[config.mk]
export PLATFORM = sky130hd
export DESIGN_NAME = ps2_scancode_decoder_event_fifo_unit
export DESIGN_NICKNAME = d
export VERILOG_FILES = /design/src/sv/psd_pkg.sv /design/src/sv/ps2_scancode_decoder_event_fifo_unit.sv /design/src/sv/psd_front.sv /design/src/sv/psd_cmd_queue.sv /design/src/sv/psd_back.sv
export SDC_FILE = /design/constraint.sdc
export NUM_CORES = 1
export LEC_CHECK = 0
export BUFFER_PORTS_ARGS = -buffer_cell sky130_fd_sc_hd__buf_2
export CAP_MARGIN = 25
export CORE_ASPECT_RATIO = 1.1
export CORE_MARGIN = 5
export CORE_UTILIZATION = 35
export DETAILED_ROUTE_END_ITERATION = 7
export SLEW_MARGIN = 20
export SYNTH_ARGS = -nofsm -noshare
export SYNTH_HDL_FRONTEND = slang
export SYNTH_SLANG_ARGS = --single-unit
[constraint.sdc]
create_clock -name clk -period 4.7 [get_ports clk]
set_input_delay 0.47 -clock clk [delete_from_list [all_inputs] [get_ports clk]]
set_output_delay 0.47 -clock clk [all_outputs]
set_load 0.005 [all_outputs]
[src/sv/psd_pkg.sv]
package psd_pkg;

    // Request kinds carried on the opcode input.
    typedef enum logic {
        OP_BYTE = 1'b0,
        OP_POP  = 1'b1
    } opcode_t;

    localparam logic [7:0] PREFIX_BYTE = 8'hE0;
    localparam int unsigned RELEASE_BIT = 7;
    localparam logic [6:0] KEY_LSHIFT = 7'h2A;
    localparam logic [6:0] KEY_RSHIFT = 7'h36;
    localparam logic [6:0] KEY_CTRL   = 7'h1D;
    localparam logic [6:0] KEY_ALT    = 7'h38;
    localparam logic [6:0] KEY_CAPS   = 7'h3A;
    localparam logic [6:0] CASE_GAP   = 7'd32;
    localparam logic [6:0] LOWER_A    = 7'h61;
    localparam logic [6:0] LOWER_Z    = 7'h7A;
    localparam logic [6:0] UPPER_A    = 7'h41;
    localparam logic [6:0] UPPER_Z    = 7'h5A;

    // One decoded keyboard event as stored in the event queue.
    typedef struct packed {
        logic       extended_prefix;
        logic       alt_held;
        logic       ctrl_held;
        logic       shift_held;
        logic       is_press;
        logic [6:0] char_code;
        logic [6:0] key_code;
    } event_t;

    // Command passed from the decoder to the queue engine.
    typedef struct packed {
        logic   is_pop;
        event_t evt;
    } cmd_t;

    // Unshifted translation; codes without a character give zero.
    function automatic logic [6:0] plain_char(input logic [6:0] code);
        logic [6:0] c;
        case (code)
            7'd2:  c = 7'h31;
            7'd3:  c = 7'h32;
            7'd4:  c = 7'h33;
            7'd5:  c = 7'h34;
            7'd6:  c = 7'h35;
            7'd7:  c = 7'h36;
            7'd8:  c = 7'h37;
            7'd9:  c = 7'h38;
            7'd10: c = 7'h39;
            7'd11: c = 7'h30;
            7'd12: c = 7'h2D;
            7'd13: c = 7'h3D;
            7'd14: c = 7'h08;
            7'd15: c = 7'h09;
            7'd16: c = 7'h71;
            7'd17: c = 7'h77;
            7'd18: c = 7'h65;
            7'd19: c = 7'h72;
            7'd20: c = 7'h74;
            7'd21: c = 7'h79;
            7'd22: c = 7'h75;
            7'd23: c = 7'h69;
            7'd24: c = 7'h6F;
            7'd25: c = 7'h70;
            7'd26: c = 7'h5B;
            7'd27: c = 7'h5D;
            7'd28: c = 7'h0A;
            7'd30: c = 7'h61;
            7'd31: c = 7'h73;
            7'd32: c = 7'h64;
            7'd33: c = 7'h66;
            7'd34: c = 7'h67;
            7'd35: c = 7'h68;
            7'd36: c = 7'h6A;
            7'd37: c = 7'h6B;
            7'd38: c = 7'h6C;
            7'd39: c = 7'h3B;
            7'd40: c = 7'h27;
            7'd41: c = 7'h60;
            7'd43: c = 7'h5C;
            7'd44: c = 7'h7A;
            7'd45: c = 7'h78;
            7'd46: c = 7'h63;
            7'd47: c = 7'h76;
            7'd48: c = 7'h62;
            7'd49: c = 7'h6E;
            7'd50: c = 7'h6D;
            7'd51: c = 7'h2C;
            7'd52: c = 7'h2E;
            7'd53: c = 7'h2F;
            7'd55: c = 7'h2A;
            7'd57: c = 7'h20;
            default: c = 7'h00;
        endcase
        return c;
    endfunction

    // Shifted translation. Letters fall through to the unshifted table,
    // since their case is settled afterwards from shift and caps lock.
    function automatic logic [6:0] shift_char(input logic [6:0] code);
        logic [6:0] c;
        case (code)
            7'd2:  c = 7'h21;
            7'd3:  c = 7'h40;
            7'd4:  c = 7'h23;
            7'd5:  c = 7'h24;
            7'd6:  c = 7'h25;
            7'd7:  c = 7'h5E;
            7'd8:  c = 7'h26;
            7'd9:  c = 7'h2A;
            7'd10: c = 7'h28;
            7'd11: c = 7'h29;
            7'd12: c = 7'h5F;
            7'd13: c = 7'h2B;
            7'd26: c = 7'h7B;
            7'd27: c = 7'h7D;
            7'd39: c = 7'h3A;
            7'd40: c = 7'h22;
            7'd41: c = 7'h7E;
            7'd43: c = 7'h7C;
            7'd51: c = 7'h3C;
            7'd52: c = 7'h3E;
            7'd53: c = 7'h3F;
            default: c = plain_char(code);
        endcase
        return c;
    endfunction

    // Full translation with caps lock applied to letters.
    function automatic logic [6:0] to_char(input logic [6:0] code, input logic shift,
                                           input logic caps);
        logic [6:0] c;
        logic       upper;
        upper = shift ^ caps;
        c = shift ? shift_char(code) : plain_char(code);
        if (c >= LOWER_A && c <= LOWER_Z) begin
            if (upper) begin
                c = c - CASE_GAP;
            end
        end else if (c >= UPPER_A && c <= UPPER_Z) begin
            if (!upper) begin
                c = c + CASE_GAP;
            end
        end
        return c;
    endfunction

endpackage

[src/sv/ps2_scancode_decoder_event_fifo_unit.sv]
// Set-1 scancode decoder with an event queue. Pulse start with opcode 0 to hand in a
// keyboard byte, or with opcode 1 to request the oldest event. A request is taken in
// any cycle where busy is low, one per cycle; busy goes high only if the two-entry
// command queue between the decoder and the queue engine fills, which the engine
// prevents by retiring one command every cycle. A pop answers on done, a one-cycle
// strobe; the request passes through the command queue register and then the done and
// read-data registers. The receiver cannot stall: sample the result on the strobe.
// event_valid low means the queue was empty and every field is zero. The queue keeps
// at most QUEUE_DEPTH-1 events and new events are dropped without notice when full;
// modifier state is still tracked for dropped events. Byte requests give no result.
module ps2_scancode_decoder_event_fifo_unit #(
    parameter int QUEUE_DEPTH = 32
) (
    input  logic       clk,
    input  logic       rst_n,
    input  logic       start,
    output logic       busy,
    input  logic       opcode,
    input  logic [7:0] rx_byte,
    output logic       done,
    output logic       event_valid,
    output logic [6:0] key_code,
    output logic [6:0] char_code,
    output logic       is_press,
    output logic       shift_held,
    output logic       ctrl_held,
    output logic       alt_held,
    output logic       extended_prefix
);
    import psd_pkg::*;

    logic   accept;
    logic   push;
    cmd_t   push_cmd;
    logic   q_not_empty;
    logic   q_full;
    cmd_t   q_head;
    event_t evt;

    assign busy   = q_full;
    assign accept = start && !busy;

    // Decoder: classifies requests and builds events.
    psd_front u_front (
        .clk     (clk),
        .rst_n   (rst_n),
        .accept  (accept),
        .opcode  (opcode),
        .rx_byte (rx_byte),
        .push    (push),
        .cmd     (push_cmd)
    );

    // Short command queue between the decoder and the queue engine.
    psd_cmd_queue u_queue (
        .clk       (clk),
        .rst_n     (rst_n),
        .push      (push),
        .push_cmd  (push_cmd),
        .pop       (q_not_empty),
        .not_empty (q_not_empty),
        .full      (q_full),
        .head      (q_head)
    );

    // Queue engine: event memory and pop results.
    psd_back #(
        .QUEUE_DEPTH (QUEUE_DEPTH)
    ) u_back (
        .clk         (clk),
        .rst_n       (rst_n),
        .cmd_valid   (q_not_empty),
        .cmd         (q_head),
        .done        (done),
        .event_valid (event_valid),
        .evt         (evt)
    );

    assign key_code        = evt.key_code;
    assign char_code       = evt.char_code;
    assign is_press        = evt.is_press;
    assign shift_held      = evt.shift_held;
    assign ctrl_held       = evt.ctrl_held;
    assign alt_held        = evt.alt_held;
    assign extended_prefix = evt.extended_prefix;

`ifndef SYNTHESIS
    // Every pop request is answered on done after the command queue and done registers.
    a_pop_answered: assert property (@(posedge clk) disable iff (!rst_n)
        (accept && opcode == OP_POP) |=> ##1 done)
        else $error("pop request not answered on time");

    // No result appears without an earlier pop request.
    a_no_spurious_result: assert property (@(posedge clk) disable iff (!rst_n)
        done |-> $past(accept && opcode == OP_POP, 2))
        else $error("result without a pop request");

    // The engine retires one command per cycle, so the command queue never fills.
    a_queue_never_full: assert property (@(posedge clk) disable iff (!rst_n)
        !q_full)
        else $error("command queue filled up");
`endif

endmodule

[src/sv/psd_front.sv]
module psd_front (
    input  logic          clk,
    input  logic          rst_n,
    input  logic          accept,
    input  logic          opcode,
    input  logic [7:0]    rx_byte,
    output logic          push,
    output psd_pkg::cmd_t cmd
);
    import psd_pkg::*;

    logic shift_reg, shift_next;
    logic ctrl_reg, ctrl_next;
    logic alt_reg, alt_next;
    logic caps_reg, caps_next;
    logic prefix_reg, prefix_next;
    logic       press;
    logic [6:0] code;

    assign press = ~rx_byte[RELEASE_BIT];
    assign code  = rx_byte[6:0];

    // Classify the request, update the modifier state and build the event.
    always_comb begin
        shift_next  = shift_reg;
        ctrl_next   = ctrl_reg;
        alt_next    = alt_reg;
        caps_next   = caps_reg;
        prefix_next = prefix_reg;
        push        = 1'b0;
        cmd         = '0;
        if (accept) begin
            if (opcode == OP_POP) begin
                push       = 1'b1;
                cmd.is_pop = 1'b1;
            end else if (rx_byte == PREFIX_BYTE) begin
                prefix_next = 1'b1;
            end else begin
                if (code == KEY_LSHIFT || code == KEY_RSHIFT) begin
                    shift_next = press;
                end else if (code == KEY_CTRL) begin
                    ctrl_next = press;
                end else if (code == KEY_ALT) begin
                    alt_next = press;
                end else if (code == KEY_CAPS && press) begin
                    caps_next = ~caps_reg;
                end
                push                    = 1'b1;
                cmd.evt.key_code        = code;
                cmd.evt.char_code       = press ? to_char(code, shift_next, caps_next) : 7'd0;
                cmd.evt.is_press        = press;
                cmd.evt.shift_held      = shift_next;
                cmd.evt.ctrl_held       = ctrl_next;
                cmd.evt.alt_held        = alt_next;
                cmd.evt.extended_prefix = prefix_reg;
                prefix_next             = 1'b0;
            end
        end
    end

    // Modifier and prefix state.
    always_ff @(posedge clk or negedge rst_n) begin
        if (!rst_n) begin
            shift_reg  <= 1'b0;
            ctrl_reg   <= 1'b0;
            alt_reg    <= 1'b0;
            caps_reg   <= 1'b0;
            prefix_reg <= 1'b0;
        end else begin
            shift_reg  <= shift_next;
            ctrl_reg   <= ctrl_next;
            alt_reg    <= alt_next;
            caps_reg   <= caps_next;
            prefix_reg <= prefix_next;
        end
    end

endmodule

[src/sv/psd_cmd_queue.sv]
module psd_cmd_queue (
    input  logic          clk,
    input  logic          rst_n,
    input  logic          push,
    input  psd_pkg::cmd_t push_cmd,
    input  logic          pop,
    output logic          not_empty,
    output logic          full,
    output psd_pkg::cmd_t head
);
    import psd_pkg::*;

    cmd_t       entry_reg [2];
    logic       wr_idx_reg, wr_idx_next;
    logic       rd_idx_reg, rd_idx_next;
    logic [1:0] count_reg, count_next;
    logic       do_push;
    logic       do_pop;

    assign not_empty = (count_reg != 2'd0);
    assign full      = (count_reg == 2'd2);
    assign head      = entry_reg[rd_idx_reg];
    assign do_push   = push && !full;
    assign do_pop    = pop && not_empty;

    // Pointer and occupancy update.
    always_comb begin
        wr_idx_next = do_push ? ~wr_idx_reg : wr_idx_reg;
        rd_idx_next = do_pop ? ~rd_idx_reg : rd_idx_reg;
        count_next  = count_reg + {1'b0, do_push} - {1'b0, do_pop};
    end

    always_ff @(posedge clk or negedge rst_n) begin
        if (!rst_n) begin
            wr_idx_reg <= 1'b0;
            rd_idx_reg <= 1'b0;
            count_reg  <= 2'd0;
        end else begin
            wr_idx_reg <= wr_idx_next;
            rd_idx_reg <= rd_idx_next;
            count_reg  <= count_next;
        end
    end

    // Command storage.
    always_ff @(posedge clk) begin
        if (do_push) begin
            entry_reg[wr_idx_reg] <= push_cmd;
        end
    end

endmodule

[src/sv/psd_back.sv]
module psd_back #(
    parameter int QUEUE_DEPTH = 32
) (
    input  logic            clk,
    input  logic            rst_n,
    input  logic            cmd_valid,
    input  psd_pkg::cmd_t   cmd,
    output logic            done,
    output logic            event_valid,
    output psd_pkg::event_t evt
);
    import psd_pkg::*;

    localparam int PTR_W = $clog2(QUEUE_DEPTH);
    localparam logic [PTR_W-1:0] LAST_IDX = PTR_W'(QUEUE_DEPTH - 1);

    event_t           event_store_reg [QUEUE_DEPTH];
    event_t           rd_data_reg;
    logic [PTR_W-1:0] wr_ptr_reg, wr_ptr_next;
    logic [PTR_W-1:0] rd_ptr_reg, rd_ptr_next;
    logic             done_reg, done_next;
    logic             hit_reg, hit_next;
    logic [PTR_W-1:0] wr_ptr_inc;
    logic [PTR_W-1:0] rd_ptr_inc;
    logic             empty;
    logic             full;
    logic             do_write;

    assign wr_ptr_inc = (wr_ptr_reg == LAST_IDX) ? '0 : wr_ptr_reg + 1'b1;
    assign rd_ptr_inc = (rd_ptr_reg == LAST_IDX) ? '0 : rd_ptr_reg + 1'b1;
    assign empty      = (wr_ptr_reg == rd_ptr_reg);
    assign full       = (wr_ptr_inc == rd_ptr_reg);
    assign do_write   = cmd_valid && !cmd.is_pop && !full;

    // Carry out one command: store an event (dropped when full) or pop one.
    always_comb begin
        wr_ptr_next = do_write ? wr_ptr_inc : wr_ptr_reg;
        rd_ptr_next = rd_ptr_reg;
        done_next   = 1'b0;
        hit_next    = 1'b0;
        if (cmd_valid && cmd.is_pop) begin
            done_next = 1'b1;
            if (!empty) begin
                hit_next    = 1'b1;
                rd_ptr_next = rd_ptr_inc;
            end
        end
    end

    always_ff @(posedge clk or negedge rst_n) begin
        if (!rst_n) begin
            wr_ptr_reg <= '0;
            rd_ptr_reg <= '0;
            done_reg   <= 1'b0;
            hit_reg    <= 1'b0;
        end else begin
            wr_ptr_reg <= wr_ptr_next;
            rd_ptr_reg <= rd_ptr_next;
            done_reg   <= done_next;
            hit_reg    <= hit_next;
        end
    end

    // Event memory with a registered read port at the read pointer.
    always_ff @(posedge clk) begin
        if (do_write) begin
            event_store_reg[wr_ptr_reg] <= cmd.evt;
        end
        rd_data_reg <= event_store_reg[rd_ptr_reg];
    end

    // An empty pop reports all fields as zero.
    assign done        = done_reg;
    assign event_valid = done_reg && hit_reg;
    assign evt         = hit_reg ? rd_data_reg : '0;

endmodule

-- Word level (Yosys, flattened, before mapping)
Memory sizes are Yosys's and may differ from the RTL's. A register that Yosys moved wholly into a read port is not among the register bits.
Index checks and enable logic that the tools add are counted.
Widths: inputs -> output; s select.
- memories: 4
- flip-flop bits (word level): 21
- bits of input ports: 12
- memory bits (writable): 648
- word-level logic and storage cells: 132
- ROM bits: 896
- output and inout bits: 22
- memory list (memory ; words ; bits a word ; read ports ; clocked after Yosys merged registers in ; write ports ; line ; RTL):
    u_back.event_store_reg ; 32 ; 19 ; 1 ; 1 ; 1 ; psd_back.sv:17 ; event_t event_store_reg [QUEUE_DEPTH];
    (name not given) ; 64 ; 7 ; 1 ; 0 ; 0 ; psd_pkg.sv:42 ; case (code)
    (name not given) ; 64 ; 7 ; 1 ; 0 ; 0 ; psd_pkg.sv:42 ;
    u_queue.entry_reg ; 2 ; 20 ; 1 ; 0 ; 1 ; psd_cmd_queue.sv:13 ; cmd_t entry_reg [2];
- eq/ne operators: 32
- muxes and demuxes: 49
- magnitude comparators: 4
- $add $sub $neg: 6
- bitwise logic cells: 8
- reduce and logical (&&, ||, !) cells: 17
- operators by type and width (kind ; number):
    $pmux 7 s21 ; 1
    $mux 7 ; 14
    $eq 7x6->1 const B ; 11
    $mux 19 ; 3
    $eq 7x4->1 const B ; 6
    $eq 7x3->1 const B ; 4
    $mux 1 ; 28
    $eq 7x5->1 const B ; 3
    $mux 20 ; 1
    $eq 7x2->1 const B ; 2
    $ge 7x7->1 const B ; 2
    $le 7x7->1 const B ; 2
    $add 5x1->5 const B ; 2
    $eq 5x5->1 ; 2
    $eq 5x5->1 const B ; 2
    $mux 5 ; 2
    $logic_and 1x1->1 ; 9
    $eq 8x8->1 const B ; 1
    $add 7x6->7 const B ; 1
    $not 1->1 ; 7
    $sub 7x6->7 const B ; 1
    $reduce_and 2->1 ; 2
    $logic_not 1->1 ; 3
    $reduce_and 3->1 ; 1
    6 further kinds ; 6

-- Depth between registers and ports, before layout
- depth after elaboration: 17
- gate-level depth with buffers: 17
- depth with buffers taken out: 15

-- Modules after synthesis
From an unflattened synthesis, not the netlist that was laid out.
- cells, all modules: 1416
- area total of the unflattened synthesis: 28418.5 sq um
- modules (own cells, without submodules) (module ; instances ; sequential area each (sq um) ; cells each ; area an instance (sq um)):
    psd_back ; 1 ; 18938.2 ; 1025 ; 24568.6
    psd_front ; 1 ; 125.1 ; 310 ; 2189.6
    psd_cmd_queue ; 1 ; 1301.2 ; 80 ; 1646.6
    ps2_scancode_decoder_event_fifo_unit ; 1 ; 0.0 ; 1 ; 13.8

-- Worst setup path before layout
No wires, ideal clock.
- path kind: input port to flip-flop
- from: input rx_byte[1]
- to: memory u_queue.entry_reg[0][13] (netlist name) (data pin)
- setup time: 264 ps
- data required time: 4436 ps
- path slack: 728 ps
- stages on the path: 17
- buffers on the path: 3
- arrival time: 3707 ps
- cells stage by stage: clkbuf_1 inv_1 ha_1 buf_6 or2_0 a32o_2 a21oi_2 a41oi_2 buf_6 mux2i_2 ha_1 nor2_1 nor3b_1 a32o_1 a31o_1 a221o_1 o311a_1
- RTL lines (what ; line ; RTL):
    start: declaration ; ps2_scancode_decoder_event_fifo_unit.sv:19 ; input logic [7:0] rx_byte,
    end: declaration ; psd_cmd_queue.sv:13 ;

==> impl_results.md <==
- Critical path peak fanout: 12
- Post-CTS Setup Bufs: 0
- Final setup fails: 0
- TNS Setup: 0 ns
- Sequential share of power: 0.435
- Synth async-reset ratio: 0.0305
- Critical Path AT: 4.19 ns
- DRC errors left: 0
- Vias per cell: 5.27
- Seq cells post-synth: 688
- Hold Path Class: in -> reg
- Switching pwr: 5070 µW
- Cell Area, Placed: 29700 µm²
- Slew @ Worst Pin: 1.18 ns
- CTS clk-pin slew, worst paths: 0.05 ns
- Placeable core area: 79200 µm²
- Crit path required time: 5.03 ns
- CTS tree: yes
- IO buf count: 33
- WS Path Type: in -> reg
- Final Slew Violations: 0
- Worst reg-to-reg path cell count: 13
- Synth cell types: 75
- Routed WL: 63600 µm
- Sequential-to-total area share from yosys stat: 0.727
- Total GRT Usage: 0.147
- Internal Power: 13400 µW
- Pleak: 0.0103 µW
- Row count: 108
- RSZ-0062 raised after global routing: false
- Vias in the first global route: 14000
- Final worst-path cycle share: 0.821
- Area share of the largest cell type after synthesis: 0.695
- Post-Place Setup Slack: 0.360 ns
- Hold Path Depth: 2
- Commonest non-fill, non-tap cell in the layout: edfxtp_1
- Initial DRC count: 1177
- Final instance area: 32100 µm²
- Synthesized instance count: 1387
- Multi-input gate area: 7260 µm²
- CTS Buffer Depth: 3
- Vias: 13500
- Avg Inst Size Synth: 20.2 µm²
- Synth warnings: 0
- Clock tree root driver cell: clkbuf_16
- PostCTS Resize Cnt: 0
- Clk sink count: 688
- Final Net Count: 1500
- Main synth FF type: edfxtp_1
- Area of the mapped netlist: 28000 µm²
- Die Span Y: 307 µm
- # fillers: 7090
- Routed WL per cell: 24.8 µm
- Area growth from synthesis to layout: 14.6%
- Setup Skew: 0.0249 ns
- Routed Antenna Nets: 0
- Logic pwr share: 0.253
- Seq. cell area: 20400 µm²
- Hold Path Origin: rx_byte[7]
- F_max: 0.259 GHz
- Count of flip-flops with a built-in enable after synthesis: 648
- Max reg flops: 608
- Switching fraction of total power: 0.275
- Post-CTS Hold Buffers: 1
- RR Startpoint: u_back.wr_ptr_reg[0]
- Critical Path Sink Type: flop
- Most frequent cells in the layout: edfxtp_1, mux4_2, clkbuf_16
- Die area: 85800 µm²
- Initial antenna violation count: 0
- Routability cong.: 0.775
- Clk_lat worst skew: 0.59 ns
- DR pass1 iterations: 5
- First-pass GRT wire length: 94600 µm
- Core Util, Final: 0.405
- Crit path from: rx_byte[0]
- Layout cell share with drive strength beyond 1: 0.309
- Power Density: 574 nW/µm²
- Post-layout min period: 3.86 ns
- Crit path launch type: input port
- Max IR drop VDD: 0.463 mV
- Post-Syn Nets: 1420
- Diode count: 0
- Final hold violation count: 0
- # IOs: 34
- Dominant cell type by area after synthesis: edfxtp_1
- HPWL Detailed: 36800 µm
- Grt ovf: 0
- # Max-Cap Violations: 0
- Slew Limit Headroom: 0.216
- H-Tree Depth: 3
- Number of buffers created by CTS: 74
- Status: completed
- Synth top area cells: edfxtp_1, mux4_2, dfrtp_1, mux2_2, dfxtp_1
- Clock share of power: 0.312
- Die width: 280 µm
- Largest net degree at the start of global routing: 157
- Initial Util: 0.354
- Setup ws final: 0.842 ns
[power by group through the flow]
stage / clock [µW] / combinational [µW] / sequential (µW)
CTS: 5870 / 4780 / 8020
global placement: 0 / 4700 / 8120
detailed placement: 0 / 4760 / 8140
finish: 5750 / 4670 / 8010
floorplan: 0 / 3390 / 7960
global route: 6160 / 5030 / 8050
[kinds of logic after synthesis]
kind of cell	after synthesis	share of synthesized area
fa+ha+maj	21	0.00939
simple gates	208	0.0381
buf+inv	100	0.0162
flops	688	0.727
mux	251	0.177
xor+xnor	18	0.00563
compound gates	101	0.0257
[routing by layer]
metal  vias to the layer above  track usage  part of all wire
met1                      7226        0.206              0.43
met3                        68       0.0244             0.049
met4                         0       0.0323             0.015
li1                       5860            -                 -
met5                         -            0                 0
met2                       362        0.244              0.50
[area by class of cell]
type | instances | area share
Tap cell | 1045 | 0.0408
Clock buffer | 96 | 0.0622
Timing Repair Buffer | 83 | 0.0204
Multi-Input combinational cell | 599 | 0.226
Clock inverter | 35 | 0.0128
Sequential cell | 688 | 0.635
Inverter | 21 | 0.00246
[synthesized netlist by cell type (14+ instances only)]
master,instances
dfrtp_1,21
ha_1,21
edfxtp_1,648
inv_1,19
dfxtp_1,19
mux2_2,46
o21ai_0,20
nand2_1,38
and2_1,23
buf_1,14
nor2_1,64
a21oi_1,19
clkbuf_1,46
mux4_2,191
[per-stage QoR]
step / std cells / total power, µW / hold slack, ns
after floorplan: 1387 / 11300 / 0.174
after global placement: 2435 / 12800 / 0.465
after detailed placement: 2435 / 12900 / 0.472
after CTS: 2567 / 18700 / 0.146
after global routing: 2567 / 19200 / 0.192
final: 2567 / 18400 / 0.182
[critical path, stage by stage]
cell and delay (ns):
buf_2 0.18, inv_1 0.23, ha_1 0.48, inv_1 0.13, nor3_1 0.29, o21ai_0 0.17
a41oi_2 0.33, mux2i_2 0.47, ha_1 0.31, nor2_1 0.08, nor3b_1 0.20, a32o_1 0.20
a31o_1 0.21, a21boi_0 0.11, o311a_1 0.33
[worst paths after layout]
kind                            slack (ns)                            end
worst max-delay path                  0.84       u_queue.entry_reg[1][13]
worst min-delay path                  0.18               u_front.ctrl_reg
worst max register to register        0.88  u_back.event_store_reg[28][3]
worst min register to register        0.48               u_front.ctrl_reg
max in group asynchronous             3.80           u_back.rd_ptr_reg[1]
min in group asynchronous             0.42                    u_back.done
Note: power is estimated with default switching activity, not from simulation.
